===== src/design/bss_delay.sv =====
// Shift line with a per-stage advance enable, aligning side data with the lerp stages.
module bss_delay #(
   parameter int WIDTH = 8,
   parameter int DEPTH = 3
) (
   input  logic             clock,
   input  logic [DEPTH-1:0] en,
   input  logic [WIDTH-1:0] din,
   output logic [WIDTH-1:0] dout
);

   logic [WIDTH-1:0] tap_ff [DEPTH];

   always_ff @(posedge clock) begin
      if (en[0]) begin
         tap_ff[0] <= din;
      end
      for (int i = 1; i < DEPTH; i++) begin
         if (en[i]) begin
            tap_ff[i] <= tap_ff[i-1];
         end
      end
   end

   assign dout = tap_ff[DEPTH-1];

endmodule


===== config.mk =====
export PLATFORM = sky130hd
export DESIGN_NAME = bss_delay
export DESIGN_NICKNAME = d
export VERILOG_FILES = /design/src/design/bss_delay.sv
export SDC_FILE = /design/constraint.sdc
export NUM_CORES = 1
export LEC_CHECK = 0
export BUFFER_PORTS_ARGS = -buffer_cell sky130_fd_sc_hd__buf_2
export CORE_UTILIZATION = 35
export CTS_BUF_LIST = sky130_fd_sc_hd__clkbuf_2 sky130_fd_sc_hd__clkbuf_4 sky130_fd_sc_hd__clkbuf_8
export CTS_CLUSTER_DIAMETER = 200
export DETAILED_ROUTE_END_ITERATION = 12
export SLEW_MARGIN = 5
export SYNTH_ARGS = -nofsm -noshare
export SYNTH_HDL_FRONTEND = slang
export SYNTH_SLANG_ARGS = --single-unit

===== constraint.sdc =====
create_clock -name clock -period 1.3 [get_ports clock]
set_input_delay 0.26 -clock clock [delete_from_list [all_inputs] [get_ports clock]]
set_output_delay 0.26 -clock clock [all_outputs]
set_load 0.02 [all_outputs]

==> results.tsv <==
stage	metric	value	unit
setup_path	critPathLaunchType	flop	
timing	setup_violations	0	
clock_network	path_clk_slew	0.11	ns
clock_network	cts_resized	0	
logic_synthesis	syn-num-nets	44	
setup_path	regToRegSetupSlack	0.68	ns
setup_path	reg2reg_depth	0	
logic_synthesis	synth_top_cell_by_area	edfxtp_1	
setup_path	cp_slowest_cell	edfxtp_1	
timing	tns	0	ns
global_route	grt_overflow	0	
clock_network	clockBufferDepth	2	
layout	drive_gt1_frac	0.468	
min_path	min_to	tap_ff[0][0]$_DFFE_PP_	
logic_synthesis	synth_warnings	0	
min_path	hold_depth	1	
routing	drtIter0Drc	1	
timing	fin_crit_sh	0.836	
timing	holdWs	0.131	ns
pwr	total_power	1.28	mW
layout	largestRegisters	tap_ff (24)	
global_route	antenna_found_initial	0	
floorplanning	dieHeight	49.2	µm
routing	wl_per_cell	7.34	µm
logic_synthesis	netlist.area_leader.share	0.923	
floorplanning	dieArea	2420	µm²
clock_network	root_buffer	clkbuf_4	
setup_path	cp.arrival	0.83	ns
pwr	ir_drop	757	µV
setup_path	end_kind	primary output	
routing	drt_wl_total	543	µm
clock_network	cts_max_level	1	
setup_path	crit_buf_inv	1	
setup_path	worstPathCellList	buf_2	
logic_synthesis	ys_ff_latch	24	
timing	worst_pin_slew	0.157	ns
layout	multi_input_area	0	µm²
timing	finalMaxSlewViolations	0	
logic_synthesis	synth.distinct_cells	2	
timing	relSlewSlack	0.895	
pwr	p_per_area	1460	nW/µm²
min_path	hp-class	primary input to flop	
routing	antenna_left	0	
layout	fin_nets	60	
clock_network	cts_buffers	3	
setup_path	r2r-start	tap_ff[0][5]$_DFFE_PP_	
logic_synthesis	synth_area	781	µm²
run	cap_violations	0	
timing	max_freq	920	MHz
clock_network	cts_tree	done	
logic_synthesis	syn_avg_cell_area	24.4	µm²
floorplanning	die_width	49.2	µm
routing	drc_errors	0	
timing	rsz0062_at_grt	false	
timing	setup_slack	0.213	ns
place	gp_congestion	0.622	
clock_network	post_cts_buffers	0	
layout	largest_register	tap_ff	
setup_path	cp.depth	1	
routing	drtPass1Iterations	2	
clock_network	clkSinkCount	24	
setup_path	critical_path.top_delay_family	flip-flops	
floorplanning	num_io_pins	20	
global_route	grt_use_total	0.0550	
layout	final_area	876	µm²
floorplanning	num_rows	16	
layout	area_delta_synth_final	12.2	%
clock_network	clk_latency	0.29	ns
global_route	grt_max_degree	14	
global_route	grt_pass1_wl	862	µm
logic_synthesis	synthCells	32	
logic_synthesis	ys_seq_area_frac	0.923	
layout	largest_register_ffs	24	
setup_path	required	1.04	ns
place	placed_area	850	µm²
routing	via_per_inst	3.61	
global_route	grt_pass1_vias	232	
floorplanning	initial_core_util	0.386	
clock_network	hold_buffers	0	
setup_path	cp_max_fo	1	
setup_path	crit_type	flop to primary output	
layout	comb.multi_input.count	0	
timing	skew	0.00163	ns
pwr	leakage	0.325	nW
place	place_ws	0.539	ns
floorplanning	core	2020	µm²
place	port_buffers	19	
logic_synthesis	synth.area.top_cells	edfxtp_1 92%, buf_4 7.7%	
setup_path	max_stage_delay	0.37	ns
run_status	outcome	finished clean	
routing	vias	267	
setup_path	r2r-end	tap_ff[0][13]$_DFFE_PP_	
timing	period_needed	1.09	ns
timing	finalHoldViolations	0	
layout	insertedDiodeCount	0	
min_path	worstHoldStart	din[0]	
==> synthesized netlist by cell type <==
library cell and instances:
edfxtp_1 24, buf_4 8
==> cell usage in the layout, fill, tap and decap left out, drive strengths merged <==
cell type  netlist  routed
clkinv           0       1
clkbuf           0       3
buf              8      19
edfxtp          24      24
==> power by group <==
group          internal [mW]  switching (mW)
clock network          0.112           0.183
logic                 0.0212          0.0375
registers              0.912         0.00999
==> metrics by stage <==
stage,instances,utilization
3_5_place_dp,70,0.420
4_1_cts,74,0.433
5_1_grt,74,0.433
6_report,74,0.433
2_1_floorplan,32,-
3_3_place_gp,70,0.420
==> worst max-delay path by stage <==
stage,slack (ns),startpoint,end
final,0.21,tap_ff[0][23]$_DFFE_PP_,dout[7]
after global placement,0.55,tap_ff[0][18]$_DFFE_PP_,dout[2]
after detailed placement,0.54,tap_ff[0][23]$_DFFE_PP_,dout[7]
after CTS,0.19,tap_ff[0][23]$_DFFE_PP_,dout[7]
after global routing,0.15,tap_ff[0][23]$_DFFE_PP_,dout[7]
after floorplan,0.55,tap_ff[0][16]$_DFFE_PP_,dout[0]
==> cell type report <==
type                    count  area [µm²]
repair buffers             19        95.1
clock inverters             1        3.75
clock buffers               3        22.5
fillers                   180        1150
flip-flops and latches     24         721
well taps                  27        33.8
==> cell families (layout without fill, tap and decap cells) <==
family,Yosys count,after routing,share of synthesized area
DFF,24,24,0.923
buffers and inverters,8,23,0.0769
==> layer usage <==
layer,vias up,GRT usage,routed length [µm]
li1,141,-,-
met1,106,0.0433,200
met2,18,0.0845,266
met3,2,0.0187,66
met4,0,0.0882,10
met5,-,0,0
Power figures use the tool's default switching activity.
