`config.mk`:
```
export PLATFORM = sky130hd
export DESIGN_NAME = bss_lerp
export DESIGN_NICKNAME = d
export VERILOG_FILES = /design/src/design/bss_pkg.sv /design/src/design/bss_lerp.sv
export SDC_FILE = /design/constraint.sdc
export NUM_CORES = 2
export LEC_CHECK = 0
export BUFFER_PORTS_ARGS = -buffer_cell sky130_fd_sc_hd__buf_2
export CORE_MARGIN = 3
export CORE_UTILIZATION = 37
export CTS_CLUSTER_SIZE = 12
export DETAILED_ROUTE_END_ITERATION = 7
export GPL_TIMING_DRIVEN = 0
export PLACE_DENSITY = 0.54
export SYNTH_ARGS = -nofsm -noshare
export SYNTH_HDL_FRONTEND = slang
export SYNTH_SLANG_ARGS = --single-unit
```
`constraint.sdc`:
```
create_clock -name clock -period 7.5 [get_ports clock]
set_input_delay 1.5 -clock clock [delete_from_list [all_inputs] [get_ports clock]]
set_output_delay 1.5 -clock clock [all_outputs]
set_load 0.01 [all_outputs]
```
`src/design/bss_pkg.sv`:
```
// Shared constants and types for the Bezier segment splitter.
package bss_pkg;

   localparam int MODE_WIDTH = 2;
   localparam logic [MODE_WIDTH-1:0] MODE_QUAD  = 2'd2;
   localparam logic [MODE_WIDTH-1:0] MODE_CUBIC = 2'd3;

   localparam int LERP_STAGES = 3;
   localparam int LEVELS      = 3;
   localparam int PIPE_STAGES = LERP_STAGES * LEVELS;

   typedef struct packed {
      logic s1_en;
      logic s2_en;
      logic s3_en;
   } lerp_ctrl_type;

endpackage

```
`src/design/bss_lerp.sv`:
```
// Three-stage saturating fixed-point linear interpolator: subtract, multiply, add and clamp.
module bss_lerp import bss_pkg::*; #(
   parameter int VAL_WIDTH = 32,
   parameter int FRAC_BITS = 16
) (
   input  logic                        clock,
   input  lerp_ctrl_type               ctrl,
   input  logic signed [VAL_WIDTH-1:0] a,
   input  logic signed [VAL_WIDTH-1:0] b,
   input  logic [FRAC_BITS:0]          t,
   output logic signed [VAL_WIDTH-1:0] y
);

   localparam int DIFF_WIDTH = VAL_WIDTH + 1;
   localparam int PROD_WIDTH = DIFF_WIDTH + FRAC_BITS + 2;
   localparam int SUM_WIDTH  = VAL_WIDTH + 4;
   localparam int TOP_WIDTH  = SUM_WIDTH - VAL_WIDTH + 1;

   logic signed [DIFF_WIDTH-1:0] diff_ff, diff_in;
   logic signed [VAL_WIDTH-1:0]  a1_ff;
   logic [FRAC_BITS:0]           t1_ff;
   logic signed [PROD_WIDTH-1:0] prod_ff, prod_in;
   logic signed [VAL_WIDTH-1:0]  a2_ff;
   logic signed [VAL_WIDTH-1:0]  y_ff, y_in;
   logic signed [SUM_WIDTH-1:0]  sum;
   logic [TOP_WIDTH-1:0]         sum_top;

   assign diff_in = DIFF_WIDTH'(b) - DIFF_WIDTH'(a);
   assign prod_in = PROD_WIDTH'(diff_ff) * PROD_WIDTH'($signed({1'b0, t1_ff}));
   assign sum     = SUM_WIDTH'(a2_ff) + SUM_WIDTH'(prod_ff >>> FRAC_BITS);
   assign sum_top = sum[SUM_WIDTH-1:VAL_WIDTH-1];

   always_comb begin
      if ((&sum_top) || !(|sum_top)) begin
         y_in = sum[VAL_WIDTH-1:0];
      end else if (sum[SUM_WIDTH-1]) begin
         y_in = {1'b1, {(VAL_WIDTH-1){1'b0}}};
      end else begin
         y_in = {1'b0, {(VAL_WIDTH-1){1'b1}}};
      end
   end

   always_ff @(posedge clock) begin
      if (ctrl.s1_en) begin
         diff_ff <= diff_in;
         a1_ff   <= a;
         t1_ff   <= t;
      end
      if (ctrl.s2_en) begin
         prod_ff <= prod_in;
         a2_ff   <= a1_ff;
      end
      if (ctrl.s3_en) begin
         y_ff <= y_in;
      end
   end

   assign y = y_ff;

endmodule

```
==> out/summary.txt <==
Status: finished, violations left
Violated checks: capacitance limit
Netlist area before placement: 0.0282 mm2
Number of buffers and inverters on the critical path: 4
Row cnt: 100
Max-cap check violation count: 1
Met3 wire length: 4.94 mm
Global Route Usage Sum: 20.9%
CTS tree: done
Share of the core filled with cells: 41.3%
Number of standard cells after synthesis: 2859
Cell seen most often among critical-path stages: sky130_fd_sc_hd__fa_1
Worst-case clock buffer depth: 2
Cell type with the highest aggregate area in the netlist: sky130_fd_sc_hd__fa_1
Number of design rule violations left after detail routing: 0
Leftover overflow at the end of global routing: 0
RSZ-0062 raised after global routing: false
Clock slew at reported path FFs: 70 ps
Total number of H-tree levels: 4
Critical Path, Cell by Cell: clkbuf_1, nand2_1, fa_1, inv_1, fa_1, fa_1, fa_1, fa_1, inv_1, fa_1, inv_1, ha_1, a211oi_1, o21ai_0, a221oi_2, o21ai_4, a31oi_4, o32ai_4, a31oi_2, o21ai_0, xor2_1
Family of cells with the greatest summed delay on the critical path: adder cells
Antenna violations before repair: 6
CTS sink cnt: 181
Avg Synthesized Cell Area: 9.86 um2
Fraction of layout cells with a size suffix above 1: 8.86%
Final net count: 3828
Number of synthesis warnings: 0
Portion of the post-synthesis area used by sequential elements: 19.3%
Class of the tightest hold or removal check: reg -> reg
Area growth, synth to finish: 9.92%
Top cell type's share of synthesized area: 38.1%
Depth of the worst hold-timing path: 0
Capture instance of the worst register-to-register path: prod_ff[49]
Routed length on met2: 38.6 mm
Fin area: 0.0310 mm2
Leading cell type in the layout, fill and taps excluded: sky130_fd_sc_hd__inv_1
FFs w/ async S/R, synth: 0%
Number of max-slew violations in the final report: 0
Via count of the first global-routing pass: 20820
Number of nets with antenna violations after routing: 0
Total die area: 0.0795 mm2
Total half-perimeter wirelength after legalization and detailed placement: 67.8 mm
Synth Net Count: 3664
Post-route clock skew: 24.4 ps
Post-synthesis sequential element count: 181
Synth area leaders: sky130_fd_sc_hd__fa_1 38%, sky130_fd_sc_hd__edfxtp_1 19%, sky130_fd_sc_hd__inv_1 9.0%, sky130_fd_sc_hd__ha_1 8.2%, sky130_fd_sc_hd__nand2_1 5.0%
Top layer used by detailed routing: met4
Startpoint of the lowest-slack hold path: a1_ff[22]
Slowest cell on the critical path: sky130_fd_sc_hd__edfxtp_1
Commonest non-fill, non-tap cells in the layout: 674 x sky130_fd_sc_hd__inv_1, 534 x sky130_fd_sc_hd__fa_1, 379 x sky130_fd_sc_hd__nand2_1, 221 x sky130_fd_sc_hd__and2_1, 184 x sky130_fd_sc_hd__ha_1
Startpoint class of the critical path: register
Critical-path maximum fanout: 10
R2R cell count: 21
Worst-Skew Late Latency: 490 ps
Cell area after placement: 0.0300 mm2
Minimum period implied by the final worst setup slack: 7200 ps
CP max stage delay: 640 ps
Die outline width: 282 um
Final wirelength: 79.8 mm
Quantity of I/O buffers inserted on ports: 116
Total instance count after detailed placement: 3946
Wire length of the first global-routing pass: 122 mm
Max-slew headroom: 2.31%
Terminating pin of the worst hold path: a2_ff[22]
Drt pass-1 iters: 5
Via count: 19778
Worst slew pin tran: 1430 ps
Most common flop cell mapped by yosys: sky130_fd_sc_hd__edfxtp_1
Top-level I/O count: 117
Netlist cell types: 82
Initial Utilization: 37.6%
Period utilisation layout: 96.0%
Routability cong.: 0.914
Finished Layout Cells: 4008
Cts bufs inserted: 17
Iteration-0 DRC count of the detailed router: 1460
Critical path data required time: 7720 ps
Arrival time worst endpoint: 7420 ps
Standard cell core area: 0.0749 mm2
Final setup viols: 0
Worst reg2reg path startpoint: diff_ff[3]
Total count of hold-check failures in the final report: 0
Achievable clock frequency: 139 MHz
Maximum number of pins on one net before global-route repair: 58
Setup slack of the most critical reg-to-reg path: 300 ps
Post-DR vias/cell: 4.93
Hold buffer count at cts: 0
Die span in y: 282 um
CP Capture Type: register
Category of the most critical setup path: reg -> reg
Post-synth EDFFs: 181
Total negative slack for setup checks: 0 ps
Mean routed wirelength per cell: 19.9 um
Met1 layer wirelength in the final routing: 33.4 mm
Buffer type at the clock tree root: sky130_fd_sc_hd__clkbuf_16
## metal layers
metal / track usage (%) / vias up
met5: 0 / -
met4: 7.86 / 0
met3: 3.53 / 121
met2: 34.9 / 592
met1: 27.4 / 9966
li1: - / 9099
## worst reg2reg max path: stages, from the launching register on
cell                       delay (ps)
sky130_fd_sc_hd__edfxtp_1         640
sky130_fd_sc_hd__clkbuf_1         550
sky130_fd_sc_hd__nand2_1          180
sky130_fd_sc_hd__fa_1             420
sky130_fd_sc_hd__inv_1             70
sky130_fd_sc_hd__fa_1             440
sky130_fd_sc_hd__fa_1             560
sky130_fd_sc_hd__fa_1             440
sky130_fd_sc_hd__fa_1             500
sky130_fd_sc_hd__inv_1             50
sky130_fd_sc_hd__fa_1             520
sky130_fd_sc_hd__inv_1             50
sky130_fd_sc_hd__ha_1             330
sky130_fd_sc_hd__a211oi_1         240
sky130_fd_sc_hd__o21ai_0          210
sky130_fd_sc_hd__a221oi_2         420
sky130_fd_sc_hd__o21ai_4          160
sky130_fd_sc_hd__a31oi_4          350
sky130_fd_sc_hd__o32ai_4          190
sky130_fd_sc_hd__a31oi_2          300
sky130_fd_sc_hd__o21ai_0          160
sky130_fd_sc_hd__xor2_1           170
## metrics by stage
step	hold WS, ps	worst slack [ps]
finish	413	301
global route	424	4.37
CTS	416	116
detailed placement	405	-853
global placement	400	-841
floorplan	400	1060
## final cells by class
type | count | area, um2
multi-input combinational | 1901 | 19800
buffer | 101 | 483
tap | 969 | 1210
timing repair buffer | 147 | 908
antenna | 3 | 7.51
clock inverter | 12 | 116
fill | 7513 | 44000
sequential | 181 | 5440
inverter | 674 | 2530
clock buffer | 20 | 437
## what timing repair did
action	in CTS	in global routing
pin swaps	1	1
setup buffers	6	23
endpoints found under the setup margin	19	14
endpoints found under the hold margin	0	0
gates resized for setup	31	56
## cells in the mapped netlist, types with 3 or more instances
master,instances
sky130_fd_sc_hd__a2111oi_0,4
sky130_fd_sc_hd__a211oi_1,15
sky130_fd_sc_hd__a21o_1,41
sky130_fd_sc_hd__a21oi_1,91
sky130_fd_sc_hd__a21oi_2,3
sky130_fd_sc_hd__a2bb2oi_1,5
sky130_fd_sc_hd__a311o_1,3
sky130_fd_sc_hd__a31oi_1,10
sky130_fd_sc_hd__a41oi_1,3
sky130_fd_sc_hd__and2_1,221
sky130_fd_sc_hd__and3_1,10
sky130_fd_sc_hd__and4_1,4
sky130_fd_sc_hd__buf_2,5
sky130_fd_sc_hd__buf_6,4
sky130_fd_sc_hd__clkbuf_1,92
sky130_fd_sc_hd__edfxtp_1,181
sky130_fd_sc_hd__fa_1,536
sky130_fd_sc_hd__ha_1,184
sky130_fd_sc_hd__inv_1,674
sky130_fd_sc_hd__mux2i_1,4
sky130_fd_sc_hd__nand2_1,379
sky130_fd_sc_hd__nand2b_1,7
sky130_fd_sc_hd__nand3_1,27
sky130_fd_sc_hd__nand4_1,9
sky130_fd_sc_hd__nor2_1,56
sky130_fd_sc_hd__nor2b_1,20
sky130_fd_sc_hd__nor3_1,15
sky130_fd_sc_hd__o2111ai_1,4
sky130_fd_sc_hd__o211ai_1,7
sky130_fd_sc_hd__o21a_1,13
sky130_fd_sc_hd__o21ai_0,45
sky130_fd_sc_hd__o21ai_1,14
sky130_fd_sc_hd__o21bai_1,13
sky130_fd_sc_hd__o31ai_1,7
sky130_fd_sc_hd__or3_1,5
sky130_fd_sc_hd__xnor2_1,56
sky130_fd_sc_hd__xor2_1,36
## worst max path at each step
stage | from | endpoint | cells after the start
floorplan | t1_ff[3] | prod_ff[48] | 22
global placement | t1_ff[10] | prod_ff[49] | 23
detailed placement | t1_ff[10] | prod_ff[49] | 23
CTS | diff_ff[11] | prod_ff[49] | 22
global route | diff_ff[32] | prod_ff[49] | 21
finish | diff_ff[3] | prod_ff[49] | 21
## state kept, by name (all words and copies together) (netlist names)
register  count
a1_ff        32
a2_ff        32
diff_ff      33
prod_ff      35
t1_ff        17
y            32
## cells by family (layout without fill, tap and decap cells)
family / count (synthesis) / after routing / synth area share, %
mux: 4 / 4 / 0.142
fa+ha+maj: 720 / 720 / 46.2
other cells: 0 / 3 / 0
simple gates: 772 / 772 / 13.3
compound gates: 311 / 311 / 7.56
buf+inv: 777 / 954 / 10.5
xor+xnor: 94 / 94 / 2.97
flops: 181 / 181 / 19.3
Power is left out: the tool's default activity adds up to more than one toggle a clock period on the data nets, which glitch-free logic cannot reach.
