File: src/design/bss_ifs.sv


interface bss_rsp_if #(
   parameter int COORD_WIDTH     = 32,
   parameter int PARAM_FRAC_BITS = 16
) ();
   logic                          valid;
   logic                          ready;
   logic signed [COORD_WIDTH-1:0] half_p1_x;
   logic signed [COORD_WIDTH-1:0] half_p1_y;
   logic signed [COORD_WIDTH-1:0] half_c1_x;
   logic signed [COORD_WIDTH-1:0] half_c1_y;
   logic signed [COORD_WIDTH-1:0] half_c2_x;
   logic signed [COORD_WIDTH-1:0] half_c2_y;
   logic signed [COORD_WIDTH-1:0] half_p2_x;
   logic signed [COORD_WIDTH-1:0] half_p2_y;
   logic [PARAM_FRAC_BITS:0]      half_param_start;
   logic [PARAM_FRAC_BITS:0]      half_param_end;
   logic                          is_last;

   modport source (
      output valid, half_p1_x, half_p1_y, half_c1_x, half_c1_y, half_c2_x, half_c2_y,
             half_p2_x, half_p2_y, half_param_start, half_param_end, is_last,
      input  ready
   );
   modport sink (
      input  valid, half_p1_x, half_p1_y, half_c1_x, half_c1_y, half_c2_x, half_c2_y,
             half_p2_x, half_p2_y, half_param_start, half_param_end, is_last,
      output ready
   );
endinterface

File: src/design/bss_emit.sv
// Output register that sends the first half and then the second half as two transactions.
module bss_emit #(
   parameter int COORD_WIDTH     = 32,
   parameter int PARAM_FRAC_BITS = 16
) (
   input  logic                                            clock,
   input  logic                                            reset,
   input  logic                                            in_valid,
   input  logic [8*COORD_WIDTH+2*(PARAM_FRAC_BITS+1)-1:0]  first_half,
   input  logic [8*COORD_WIDTH+2*(PARAM_FRAC_BITS+1)-1:0]  second_half,
   output logic                                            take,
   bss_rsp_if.source                                       rsp_if
);

   localparam int PW         = PARAM_FRAC_BITS + 1;
   localparam int HALF_WIDTH = 8 * COORD_WIDTH + 2 * PW;
   localparam int PT_BASE    = 2 * PW;

   logic                  vld_ff, vld_in;
   logic                  beat_ff, beat_in;
   logic [HALF_WIDTH-1:0] cur_ff, cur_in;
   logic [HALF_WIDTH-1:0] nxt_ff, nxt_in;

   assign take = !vld_ff || (rsp_if.ready && beat_ff);

   always_comb begin
      vld_in  = vld_ff;
      beat_in = beat_ff;
      cur_in  = cur_ff;
      nxt_in  = nxt_ff;
      if (take) begin
         vld_in  = in_valid;
         beat_in = 1'b0;
         cur_in  = first_half;
         nxt_in  = second_half;
      end else if (rsp_if.ready) begin
         beat_in = 1'b1;
         cur_in  = nxt_ff;
      end
   end

   always_ff @(posedge clock) begin
      if (reset) begin
         vld_ff  <= 1'b0;
         beat_ff <= 1'b0;
      end else begin
         vld_ff  <= vld_in;
         beat_ff <= beat_in;
      end
   end

   always_ff @(posedge clock) begin
      cur_ff <= cur_in;
      nxt_ff <= nxt_in;
   end

   assign rsp_if.valid            = vld_ff;
   assign rsp_if.is_last          = beat_ff;
   assign rsp_if.half_p1_x        = cur_ff[PT_BASE+8*COORD_WIDTH-1 -: COORD_WIDTH];
   assign rsp_if.half_p1_y        = cur_ff[PT_BASE+7*COORD_WIDTH-1 -: COORD_WIDTH];
   assign rsp_if.half_c1_x        = cur_ff[PT_BASE+6*COORD_WIDTH-1 -: COORD_WIDTH];
   assign rsp_if.half_c1_y        = cur_ff[PT_BASE+5*COORD_WIDTH-1 -: COORD_WIDTH];
   assign rsp_if.half_c2_x        = cur_ff[PT_BASE+4*COORD_WIDTH-1 -: COORD_WIDTH];
   assign rsp_if.half_c2_y        = cur_ff[PT_BASE+3*COORD_WIDTH-1 -: COORD_WIDTH];
   assign rsp_if.half_p2_x        = cur_ff[PT_BASE+2*COORD_WIDTH-1 -: COORD_WIDTH];
   assign rsp_if.half_p2_y        = cur_ff[PT_BASE+COORD_WIDTH-1 -: COORD_WIDTH];
   assign rsp_if.half_param_start = cur_ff[2*PW-1 -: PW];
   assign rsp_if.half_param_end   = cur_ff[PW-1:0];

endmodule
File: src/flat_wrapper.sv
// flat-port wrapper written by rule: the top's interface ports become plain ports
module bss_emit_flat 
#(
   parameter int COORD_WIDTH     = 32,
   parameter int PARAM_FRAC_BITS = 16
)
  (clock, reset, in_valid, first_half, second_half, take, rsp_if_valid, rsp_if_half_p1_x, rsp_if_half_p1_y, rsp_if_half_c1_x, rsp_if_half_c1_y, rsp_if_half_c2_x, rsp_if_half_c2_y, rsp_if_half_p2_x, rsp_if_half_p2_y, rsp_if_half_param_start, rsp_if_half_param_end, rsp_if_is_last, rsp_if_ready);
  bss_rsp_if #(.COORD_WIDTH(COORD_WIDTH), .PARAM_FRAC_BITS(PARAM_FRAC_BITS)) rsp_if_i ();
  input  logic clock;
  input  logic reset;
  input  logic in_valid;
  input  logic [8*COORD_WIDTH+2*(PARAM_FRAC_BITS+1)-1:0] first_half;
  input  logic [8*COORD_WIDTH+2*(PARAM_FRAC_BITS+1)-1:0] second_half;
  output logic take;
  output wire logic [$bits(rsp_if_i.valid)-1:0] rsp_if_valid;
  output wire logic [$bits(rsp_if_i.half_p1_x)-1:0] rsp_if_half_p1_x;
  output wire logic [$bits(rsp_if_i.half_p1_y)-1:0] rsp_if_half_p1_y;
  output wire logic [$bits(rsp_if_i.half_c1_x)-1:0] rsp_if_half_c1_x;
  output wire logic [$bits(rsp_if_i.half_c1_y)-1:0] rsp_if_half_c1_y;
  output wire logic [$bits(rsp_if_i.half_c2_x)-1:0] rsp_if_half_c2_x;
  output wire logic [$bits(rsp_if_i.half_c2_y)-1:0] rsp_if_half_c2_y;
  output wire logic [$bits(rsp_if_i.half_p2_x)-1:0] rsp_if_half_p2_x;
  output wire logic [$bits(rsp_if_i.half_p2_y)-1:0] rsp_if_half_p2_y;
  output wire logic [$bits(rsp_if_i.half_param_start)-1:0] rsp_if_half_param_start;
  output wire logic [$bits(rsp_if_i.half_param_end)-1:0] rsp_if_half_param_end;
  output wire logic [$bits(rsp_if_i.is_last)-1:0] rsp_if_is_last;
  input wire logic [$bits(rsp_if_i.ready)-1:0] rsp_if_ready;
  assign rsp_if_valid = rsp_if_i.valid;
  assign rsp_if_half_p1_x = rsp_if_i.half_p1_x;
  assign rsp_if_half_p1_y = rsp_if_i.half_p1_y;
  assign rsp_if_half_c1_x = rsp_if_i.half_c1_x;
  assign rsp_if_half_c1_y = rsp_if_i.half_c1_y;
  assign rsp_if_half_c2_x = rsp_if_i.half_c2_x;
  assign rsp_if_half_c2_y = rsp_if_i.half_c2_y;
  assign rsp_if_half_p2_x = rsp_if_i.half_p2_x;
  assign rsp_if_half_p2_y = rsp_if_i.half_p2_y;
  assign rsp_if_half_param_start = rsp_if_i.half_param_start;
  assign rsp_if_half_param_end = rsp_if_i.half_param_end;
  assign rsp_if_is_last = rsp_if_i.is_last;
  assign rsp_if_i.ready = rsp_if_ready;
  bss_emit #(.COORD_WIDTH(COORD_WIDTH), .PARAM_FRAC_BITS(PARAM_FRAC_BITS)) u_core (.clock(clock), .reset(reset), .in_valid(in_valid), .first_half(first_half), .second_half(second_half), .take(take), .rsp_if(rsp_if_i));
endmodule
File: config.mk
export PLATFORM = sky130hd
export DESIGN_NAME = bss_emit_flat
export DESIGN_NICKNAME = d
export VERILOG_FILES = /design/src/design/bss_ifs.sv /design/src/design/bss_emit.sv /design/src/flat_wrapper.sv
export SDC_FILE = /design/constraint.sdc
export NUM_CORES = 1
export LEC_CHECK = 0
export ABC_AREA = 1
export ABC_CLOCK_PERIOD_IN_PS = 7100
export BUFFER_PORTS_ARGS = -buffer_cell sky130_fd_sc_hd__buf_2
export CAP_MARGIN = 40
export CORE_AREA = 2 2 345 347
export CTS_BUF_LIST = sky130_fd_sc_hd__clkbuf_2
export DETAILED_ROUTE_END_ITERATION = 12
export DIE_AREA = 0 0 347 349
export SLEW_MARGIN = 20
export SYNTH_ARGS = -nofsm -noshare
export SYNTH_HDL_FRONTEND = slang
export SYNTH_SLANG_ARGS = --single-unit
File: constraint.sdc
create_clock -name clock -period 7.1 [get_ports clock]
set_input_delay 0.71 -clock clock [delete_from_list [all_inputs] [get_ports clock]]
set_output_delay 0.71 -clock clock [all_outputs]
set_load 0.01 [all_outputs]
==> flow_summary.yaml, run 1 <==
placed_design:
  dpl.hpwl_mm: 54.0
  pre_cts_ws_ns: 4.16
  gp_congestion: 0.886
  io_buffers: 876
  dp.cells: 3893
floorplan:
  rows: 126
  io_pins: 877
  die_y_um: 349
  die_w_um: 347
  start_util_pct: 18.4
synthesis:
  synth-compound-area-share_pct: 0
  synth_fa_ha_area_share_pct: 0
  yosys.area_share.xor_xnor_pct: 0
  synth_area_leaders: "edfxtp_1 (80%), nand2_1 (10%), nand3_1 (6.7%)"
  seq_area_frac_synth_pct: 80.7
  ys_ff_latch: 582
  postSynthCellCount: 1559
  synthesis.area_um2: 21600
  syn_avg_cell_area_um2: 13.9
  synth_top_family_by_area: "simple AND/OR/NAND/NOR gates"
  synthesis.nets: 2143
  synth.largest_area_cell: "edfxtp_1"
  synth.distinct_cells: 9
  synthMuxAreaShare_pct: 0
  ys_warn_count: 0
  yosys.area_share.simple_pct: 16.9
  synth_top_area_share_pct: 80.5
cts:
  cts_buffer_depth: 3
  postCtsSetupRepairBufs: 0
  root_buffer: "clkbuf_2"
  cts_inserted_buffers: 157
  ctsHtreeMaxLevel: 4
  hold_buffers: 832
  post_cts_resized: 0
  clock-sinks: 582
status:
  stop_stage: "clock tree synthesis (4_1_cts)"
  status: "aborted with a tool error"
  error: "[ERROR RSZ-0060] Max buffer count reached."
-- cells in the mapped netlist (all sizes together) --
cell and number:
buf 97, dfxtp 2, edfxtp 580, inv 2, nand2 585, nand3 291
nor2 2
-- stage by stage --
step | instance area [um2] | utilization, %
floorplan | 21600 | -
global placement | 27600 | 23.5
detailed placement | 27700 | 23.6
-- kinds of logic after synthesis --
| family | after synthesis |
|---|---|
| flip-flops | 582 |
| buffers and inverters | 99 |
| AND/OR/NAND/NOR | 878 |
==> run 2, diff against run 1 <==
--- a/config.mk
+++ b/config.mk
@@ -6,13 +6,13 @@
 export NUM_CORES = 1
 export LEC_CHECK = 0
 export ABC_AREA = 1
-export ABC_CLOCK_PERIOD_IN_PS = 7100
+export ABC_CLOCK_PERIOD_IN_PS = 9230
 export BUFFER_PORTS_ARGS = -buffer_cell sky130_fd_sc_hd__buf_2
 export CAP_MARGIN = 40
 export CORE_AREA = 2 2 345 347
-export CTS_BUF_LIST = sky130_fd_sc_hd__clkbuf_2
 export DETAILED_ROUTE_END_ITERATION = 12
 export DIE_AREA = 0 0 347 349
+export PLACE_DENSITY_LB_ADDON = 0.15
 export SLEW_MARGIN = 20
 export SYNTH_ARGS = -nofsm -noshare
 export SYNTH_HDL_FRONTEND = slang
==> constraint.sdc (replaced) <==
create_clock -name clock -period 9.23 [get_ports clock]
set_input_delay 0.923 -clock clock [delete_from_list [all_inputs] [get_ports clock]]
set_output_delay 0.923 -clock clock [all_outputs]
set_load 0.01 [all_outputs]
==> flow_summary.yaml, run 2 <==
synthesis:
  synth.most_common_cell: "nand2_1"
  synth.largest_area_cell: "edfxtp_1"
  ys_warn_count: 0
  synth_ff_type: "edfxtp_1"
  synthesis.nets: 2143
  synthTopCellsByCount: "nand2_1 (585), edfxtp_1 (580), nand3_1 (291), buf_2 (82), buf_4 (14)"
  synth_area_leaders: "edfxtp_1 (80%), nand2_1 (10%), nand3_1 (6.7%)"
  syn_avg_cell_area_um2: 13.9
  postSynthCellCount: 1559
  synth_edf_count: 580
  seq_area_frac_synth_pct: 80.7
  synthesis.area_um2: 21600
  synth.distinct_cells: 9
  async_reset_ff_share_pct: 0
  ys_ff_latch: 582
  synth_top_area_share_pct: 80.5
cts:
  cts_buffer_depth: 3
  postCtsSetupRepairBufs: 0
  worstSkewPairLatency_ns: 0.62
  cts_inserted_buffers: 74
  cts.reportedPaths.clkPinSlew_ns: 0.06
  tritoncts: "built"
  root_buffer: "clkbuf_16"
  ctsHtreeMaxLevel: 3
  clock-sinks: 582
  hold_buffers: 0
  post_cts_resized: 0
cells_and_area:
  final_cell_count_no_fill: 4046
  drive_gt1_share_pct: 40.2
  final_nets: 3022
  nFillCells: 12500
  final_common_cell: "buf_2"
  top_regs: "u_core.cur_ff x290, u_core.nxt_ff x290"
  layout_common_cells: "buf_2 (876), nand2_1 (582), edfxtp_1 (580), nand3_1 (291), clkbuf_16 (76)"
  area.growth.synth_to_final_pct: 39.2
  fin_area_um2: 30100
  final_util_pct: 25.7
global_routing:
  grt_pass1_wl_mm: 111
  grt_max_degree: 180
  track_usage_pct: 12.4
  antenna_found_initial: 28
  overflow: 0
  grt_pass1_vias: 16200
timing:
  period_share_pct: 34.3
  setup_slack_ns: 6.06
  slew_viol_final: 0
  rsz0062_at_grt: "false"
  setup_violations: 0
  layout_min_cycle_time_ns: 3.17
  fmax_mhz: 315
  slew-limit-headroom_pct: 25.3
  hold_viol_final: 0
  worstMarginPinSlew_ns: 1.12
  clock_skew_ns: 0.0272
  setup_tns_ns: 0
setup_path:
  required_ns: 9.47
  crit_start: "rsp_if_ready"
  crit_fanout: 68
  end_kind: "flip-flop"
  r2r-start: "u_core.rsp_if.is_last"
  rrSetupSlack_ns: 6.07
  critPathLaunchType: "primary input"
  cp_data_arrival_time_ns: 3.41
  critical_path_class: "in2reg"
  timing.rr.end: "u_core.nxt_ff[137]"
  endpoint: "u_core.nxt_ff[137]"
  rr_worst_depth: 4
drt:
  drt_wl_total_mm: 78.2
  routed-via-count: 15400
  drtIter0Drc: 863
  wl_per_cell_um: 19.3
  route.detailed.drc: 0
  dr.pass1.iters: 5
  via_per_inst: 3.81
  ant_nets: 0
flow_run:
  drv_cap: 0
placed_design:
  place_area_um2: 27700
  io_buffers: 876
  dpl.hpwl_mm: 55.6
  gp_congestion: 0.829
  dp.cells: 3896
  pre_cts_ws_ns: 5.37
status:
  status: "finished clean"
floorplan:
  io_pins: 877
  rows: 126
  die_w_um: 347
  core_area_um2: 117000
  dieArea_um2: 121000
  start_util_pct: 18.4
  die_y_um: 349
power:
  ir_drop_uv: 116
  power_density_nw_per_um2: 231
  p_leak_nw: 13.3
min_path:
  hold_path.class: "in2reg"
run 2: cell counts after synthesis:
No cell type changed its count.
run 2: critical path: stages:
cell and delay [ns]:
buf_2 0.13, nand2_4 0.16, nand2_4 0.58, buf_4 0.68
buf_4 0.76
run 2: worst min-delay path by stage:
| stage | startpoint | end | cells past startpoint |
|---|---|---|---|
| global placement | u_core.nxt_ff[65] | u_core.cur_ff[65] | 2 |
| detailed placement | u_core.nxt_ff[22] | u_core.cur_ff[22] | 2 |
| floorplan | u_core.rsp_if.is_last | u_core.rsp_if.is_last | 2 |
| CTS | second_half[16] | u_core.nxt_ff[16] | 1 |
| global route | second_half[219] | u_core.nxt_ff[219] | 1 |
| finish | second_half[219] | u_core.nxt_ff[219] | 1 |
run 2: metal layers:
metal	part of all wire, %	routed length, um	GRT usage [%]	vias up
met5	0.24	189	0	-
met3	8.6	6740	4.78	130
met1	37	28800	13.3	7360
met4	2.6	2060	4.87	30
li1	-	-	-	7309
met2	52	40400	21.8	582
run 2: layout make-up:
| type | instances | area (um2) | area share, % |
|---|---|---|---|
| clock inverters | 40 | 330 | 1.10 |
| clock buffers | 96 | 1980 | 6.56 |
| flip-flops and latches | 582 | 17500 | 57.9 |
| diodes | 12 | 30.0 | 0.0997 |
| repair buffers | 900 | 4720 | 15.7 |
| well taps | 1536 | 1920 | 6.38 |
| inverters | 2 | 7.51 | 0.0249 |
| multi-input cells | 878 | 3680 | 12.2 |
run 2: cells by family after synthesis:
| family | synth area share [%] |
|---|---|
| flops | 80.7 |
| buf+inv | 2.43 |
| simple gates | 16.9 |
run 2: power breakdown:
| group | internal [mW] | switching, mW | total [mW] |
|---|---|---|---|
| sequential | 3.28 | 0.0899 | 3.37 |
| clock | 1.63 | 1.15 | 2.78 |
| combinational | 0.301 | 0.520 | 0.821 |
| total | 5.21 | 1.76 | 6.97 |
run 2: per-stage QoR:
stage,power (mW),hold WS (ns)
global placement,4.25,0.527
floorplan,3.82,0.522
detailed placement,4.26,0.532
CTS,7.11,0.383
global route,7.29,0.410
finish,6.97,0.468
(Power assumes the default switching activity.)
==> run 3, diff against run 2 <==
--- a/config.mk
+++ b/config.mk
@@ -5,13 +5,13 @@
 export SDC_FILE = /design/constraint.sdc
 export NUM_CORES = 1
 export LEC_CHECK = 0
-export ABC_AREA = 1
-export ABC_CLOCK_PERIOD_IN_PS = 9230
+export ABC_AREA = 0
+export ABC_CLOCK_PERIOD_IN_PS = 3100
 export BUFFER_PORTS_ARGS = -buffer_cell sky130_fd_sc_hd__buf_2
 export CAP_MARGIN = 40
-export CORE_AREA = 2 2 345 347
+export CORE_AREA = 2 2 343 345
 export DETAILED_ROUTE_END_ITERATION = 12
-export DIE_AREA = 0 0 347 349
+export DIE_AREA = 0 0 345 347
 export PLACE_DENSITY_LB_ADDON = 0.15
 export SLEW_MARGIN = 20
 export SYNTH_ARGS = -nofsm -noshare
==> constraint.sdc (replaced) <==
create_clock -name clock -period 3.1 [get_ports clock]
set_input_delay 0.31 -clock clock [delete_from_list [all_inputs] [get_ports clock]]
set_output_delay 0.31 -clock clock [all_outputs]
set_load 0.01 [all_outputs]
==> flow_summary.yaml, run 3 <==
cts:
  cts.reportedPaths.clkPinSlew_ns: 0.06
  clock-sinks: 582
  ctsHtreeMaxLevel: 3
  cts_buffer_depth: 3
  post_cts_resized: 0
  worstSkewPairLatency_ns: 0.61
  cts_inserted_buffers: 73
  postCtsSetupRepairBufs: 0
  tritoncts: "built"
  root_buffer: "clkbuf_16"
synthesis:
  seq_area_frac_synth_pct: 81.6
  synthMuxAreaShare_pct: 15.3
  synthesis.nets: 1495
  synth.most_common_cell: "edfxtp_1"
  synth_edf_count: 580
  postSynthCellCount: 911
  ys_warn_count: 0
  synth.distinct_cells: 11
  synth_fa_ha_area_share_pct: 0
  syn_avg_cell_area_um2: 23.5
  synth_top_family_by_area: "multiplexers"
  synth.largest_area_cell: "edfxtp_1"
  synth_top_area_share_pct: 81.4
  synth-compound-area-share_pct: 0.0936
  synth_ff_type: "edfxtp_1"
  ys_ff_latch: 582
  yosys.area_share.xor_xnor_pct: 0.0410
  synthTopCellsByCount: "edfxtp_1 (580), mux2_2 (290), buf_12 (29), buf_6 (3)"
  yosys.area_share.simple_pct: 0.0702
  synthesis.area_um2: 21400
  synth_area_leaders: "edfxtp_1 (81%), mux2_2 (15%), buf_12 (2.7%)"
  async_reset_ff_share_pct: 0
setup_path:
  critPathLaunchType: "primary input"
  timing.rr.end: "u_core.cur_ff[24]"
  crit_start: "rsp_if_ready"
  critical_path_class: "in2out"
  rrSetupSlack_ns: 1.06
  r2r-start: "u_core.rsp_if.valid"
  end_kind: "output port"
  rr_worst_depth: 4
  crit_fanout: 25
  endpoint: "take"
  required_ns: 2.79
  cp_data_arrival_time_ns: 2.06
cells_and_area:
  top_regs: "u_core.cur_ff x290, u_core.nxt_ff x290"
  final_nets: 3027
  final_cell_count_no_fill: 4018
  final_common_cell: "buf_2"
  fin_area_um2: 35500
  layout_common_cells: "buf_2 (876), edfxtp_1 (580), dlygate4sd3_1 (573), mux2_2 (290), clkbuf_16 (74)"
  drive_gt1_share_pct: 52.5
  area.growth.synth_to_final_pct: 65.9
  final_util_pct: 30.7
  nFillCells: 11800
power:
  power.switching_mw: 4.65
  seqPwrFrac_pct: 47.8
  clockPowerShare_pct: 39.6
  power_mw: 20.3
  p_int_mw: 15.7
  power_density_nw_per_um2: 573
  swShare_pct: 22.9
  p_leak_nw: 14.2
  share_comb_of_total_power_pct: 12.6
  ir_drop_uv: 341
drt:
  ant_nets: 0
  dr.pass1.iters: 4
  drtIter0Drc: 601
  via_per_inst: 3.58
  wl_per_cell_um: 17.9
  drt_wl_total_mm: 72.0
  routed-via-count: 14400
  route.detailed.drc: 0
global_routing:
  track_usage_pct: 11.6
  grt_pass1_vias: 16300
  overflow: 0
  grt_max_degree: 75
  antenna_found_initial: 3
  grt_pass1_wl_mm: 104
timing:
  setup_tns_ns: 0
  clock_skew_ns: 0.0214
  period_share_pct: 76.3
  slew-limit-headroom_pct: 50.7
  hold_viol_final: 0
  whs_ns: 0.0715
  layout_min_cycle_time_ns: 2.37
  setup_violations: 0
  slew_viol_final: 0
  fmax_mhz: 423
  setup_slack_ns: 0.735
  worstMarginPinSlew_ns: 0.739
  rsz0062_at_grt: "false"
floorplan:
  rows: 125
  die_y_um: 347
  dieArea_um2: 120000
  die_w_um: 345
  core_area_um2: 116000
  io_pins: 877
  start_util_pct: 18.5
min_path:
  hold_path.class: "in2reg"
placed_design:
  pre_cts_ws_ns: 0.964
  dp.cells: 3319
  gp_congestion: 0.766
  dpl.hpwl_mm: 51.7
  place_area_um2: 27500
  io_buffers: 876
flow_run:
  drv_cap: 0
status:
  status: "finished clean"
[run 3: cells by family (layout without fill, tap and decap cells)]
family / Yosys count / count (layout)
compound gates: 2 / 2
buf+inv: 34 / 1614
xor+xnor: 1 / 1
other cells: 0 / 3
simple gates: 2 / 2
flops: 582 / 582
mux: 290 / 290
[run 3: critical path, cell delays in order]
cell           delay, ns
dlygate4sd3_1       0.55
buf_2               0.16
a21boi_4            0.28
clkinvlp_4          0.16
buf_12              0.20
buf_4               0.22
buf_2               0.15
[run 3: power by group through the flow]
stage	Sequential (mW)	Combinational, mW	Clock (mW)
2_1_floorplan	10.1	0.734	0
3_3_place_gp	9.87	2.01	0
3_5_place_dp	9.88	2.02	0
4_1_cts	9.73	2.64	8.43
5_1_grt	9.78	2.78	8.72
6_report	9.72	2.57	8.06
[run 3: what timing repair did]
action	4_1_cts	5_1_grt
hold buffers	573	0
endpoints found under the hold margin	572	0
setup endpoints to repair	0	0
[run 3: area by class of cell]
cell class              instances  area [um2]  share of cell area, %
diodes                          3        7.51                 0.0212
clock buffers                  87        1900                   5.36
inverters                       2        11.3                 0.0317
multi-input cells             295        3320                   9.36
repair buffers               1489       10600                   29.8
flip-flops and latches        582       17500                   49.2
well taps                    1524        1910                   5.37
clock inverters                36         314                  0.885
[run 3: worst min path at each step]
stage,start,end,slack (ns),depth (start not counted)
3_3_place_gp,u_core.rsp_if.valid,u_core.rsp_if.is_last,0.49,1
3_5_place_dp,second_half[47],u_core.nxt_ff[47],0.49,1
2_1_floorplan,reset,u_core.rsp_if.valid,0.37,1
4_1_cts,first_half[62],u_core.cur_ff[62],0.008,2
6_report,first_half[43],u_core.cur_ff[43],0.07,2
5_1_grt,first_half[206],u_core.cur_ff[206],0.04,2
[run 3: per-layer routing]
layer | vias to the layer above | routed length, um | GRT usage, % | share of wire [%]
li1 | 6720 | - | - | -
met1 | 6963 | 27200 | 12.5 | 38
met2 | 572 | 37300 | 21.2 | 52
met3 | 116 | 5600 | 3.97 | 7.8
met4 | 2 | 1900 | 3.91 | 2.6
met5 | - | 13 | 0 | 0.018
==> run 4, diff against run 3 <==
--- a/config.mk
+++ b/config.mk
@@ -6,7 +6,7 @@
 export NUM_CORES = 1
 export LEC_CHECK = 0
 export ABC_AREA = 0
-export ABC_CLOCK_PERIOD_IN_PS = 3100
+export ABC_CLOCK_PERIOD_IN_PS = 2400
 export BUFFER_PORTS_ARGS = -buffer_cell sky130_fd_sc_hd__buf_2
 export CAP_MARGIN = 40
 export CORE_AREA = 2 2 343 345
==> constraint.sdc (replaced) <==
create_clock -name clock -period 2.4 [get_ports clock]
set_input_delay 0.24 -clock clock [delete_from_list [all_inputs] [get_ports clock]]
set_output_delay 0.24 -clock clock [all_outputs]
set_load 0.01 [all_outputs]
==> flow_summary.yaml, run 4 (same netlist as run 3, synthesis figures left out) <==
placed_design:
  gp_congestion: 0.760
  dpl.hpwl_mm: 51.7
  io_buffers: 876
  place_area_um2: 27600
flow_run:
  drv_cap: 0
global_routing:
  grt_pass1_wl_mm: 104
  overflow: 0
  antenna_found_initial: 3
  grt_max_degree: 101
  grt_pass1_vias: 16400
  track_usage_pct: 11.6
setup_path:
  path_cells: "a21boi_4 > buf_4 > buf_4 > buf_12 > buf_12 > mux2_2"
  critical_path_class: "reg2reg"
  critPathLaunchType: "flip-flop"
  cpLargestDelayFamily: "buffers and inverters"
  end_kind: "flip-flop"
  crit_fanout: 31
  slowest_delay_ns: 0.37
  required_ns: 2.75
  path_buf_inv: 4
  crit_path_top_delay_cell: "mux2_2"
  cp_data_arrival_time_ns: 2.54
power:
  p_int_mw: 20.5
  p_leak_nw: 14.4
  share_comb_of_total_power_pct: 12.7
  seqPwrFrac_pct: 47.1
  power.switching_mw: 6.14
  power_density_nw_per_um2: 743
  swShare_pct: 23.1
  ir_drop_uv: 552
  power_mw: 26.6
  clockPowerShare_pct: 40.2
timing:
  setup_violations: 0
  fmax_mhz: 458
  worstMarginPinSlew_ns: 0.939
  clock_skew_ns: 0.0262
  slew_viol_final: 0
  rsz0062_at_grt: "false"
  layout_min_cycle_time_ns: 2.18
  hold_viol_final: 0
  period_share_pct: 91.0
  slew-limit-headroom_pct: 37.4
cells_and_area:
  multi_input_area_um2: 3320
  final_common_cell: "buf_2"
  fin_area_um2: 35900
  nFillCells: 11800
  drive_gt1_share_pct: 52.4
  layout_common_cells: "buf_2 (876), dlygate4sd3_1 (583), edfxtp_1 (580), mux2_2 (290), clkbuf_16 (78)"
  area.growth.synth_to_final_pct: 67.7
  final_nets: 3048
  top_regs: "u_core.cur_ff x290, u_core.nxt_ff x290"
  regArea_um2: 17500
floorplan:
  start_util_pct: 18.5
  die_w_um: 345
  rows: 125
  core_area_um2: 116000
  die_y_um: 347
  io_pins: 877
  dieArea_um2: 120000
drt:
  drtIter0Drc: 488
  drt_wl_total_mm: 72.2
  routed-via-count: 14500
  ant_nets: 0
  route.detailed.drc: 0
  via_per_inst: 3.58
  dr.pass1.iters: 4
  wl_per_cell_um: 17.8
cts:
  clock-sinks: 582
  tritoncts: "built"
  cts_buffer_depth: 3
  worstSkewPairLatency_ns: 0.63
  root_buffer: "clkbuf_16"
  cts.reportedPaths.clkPinSlew_ns: 0.05
  cts_inserted_buffers: 75
  ctsHtreeMaxLevel: 3
  post_cts_resized: 0
status:
  status: "finished clean"
min_path:
  hold_path.class: "in2reg"
## run 4: changes by cell type in the layout (fill, tap and decap cells not counted), sizes merged
cell and delta:
dlygate4sd3 +10, buf +8, bufinv -1, clkbuf +10, clkinv +1, clkinvlp -1
diode +1
## run 4: area by class of cell
type	instances	share of cell area, %
sequential	582	48.7
timing repair buffer	1508	30.2
multi-input combinational	295	9.26
clock buffer	96	5.57
tap	1524	5.32
clock inverter	35	0.900
inverter	2	0.0314
antenna	4	0.0279
## run 4: power groups by stage
| stage | clock network [mW] | logic, mW | registers [mW] |
|---|---|---|---|
| 6_report | 10.7 | 3.39 | 12.6 |
| 5_1_grt | 11.5 | 3.66 | 12.6 |
| 4_1_cts | 11.2 | 3.47 | 12.6 |
| 3_5_place_dp | 0 | 2.65 | 12.8 |
| 3_3_place_gp | 0 | 2.63 | 12.8 |
| 2_1_floorplan | 0 | 0.948 | 13.1 |
## run 4: metrics by stage
step                      std cells  util (%)  hold WS, ns  worst slack, ns  setup TNS, ns
after CTS                      4040      30.9        0.235          0.00103              0
after floorplan                 911         -        0.295            -3.31       -1504.72
after global routing           4045      31.0        0.280            0.103              0
final                          4046      31.0        0.320            0.216              0
after global placement         3324      23.9        0.416            0.356              0
after detailed placement       3324      23.9        0.418            0.337              0
## run 4: routing by layer
metal | routed length, um | global-route usage (%)
met5 | 0 | 0
met4 | 2040 | 4.09
met3 | 5730 | 4.12
met2 | 37200 | 21.1
met1 | 27200 | 12.4
## run 4: final timing paths
path	from	to	slack [ns]	cells past startpoint
worst min-delay path	second_half[44]	u_core.nxt_ff[44]	0.32	2
worst max-delay path	u_core.rsp_if.valid	u_core.cur_ff[282]	0.22	6
worst max register to register	u_core.rsp_if.valid	u_core.cur_ff[282]	0.22	6
worst min register to register	u_core.rsp_if.valid	u_core.rsp_if.is_last	0.51	1
## run 4: repair_timing
| action | 4_1_cts | 5_1_grt |
|---|---|---|
| cloned | 0 | 1 |
| setup buffers | 2 | 1 |
| endpoints found under the hold margin | 582 | 0 |
| endpoints found under the setup margin | 1 | 1 |
| hold buffers | 583 | 0 |
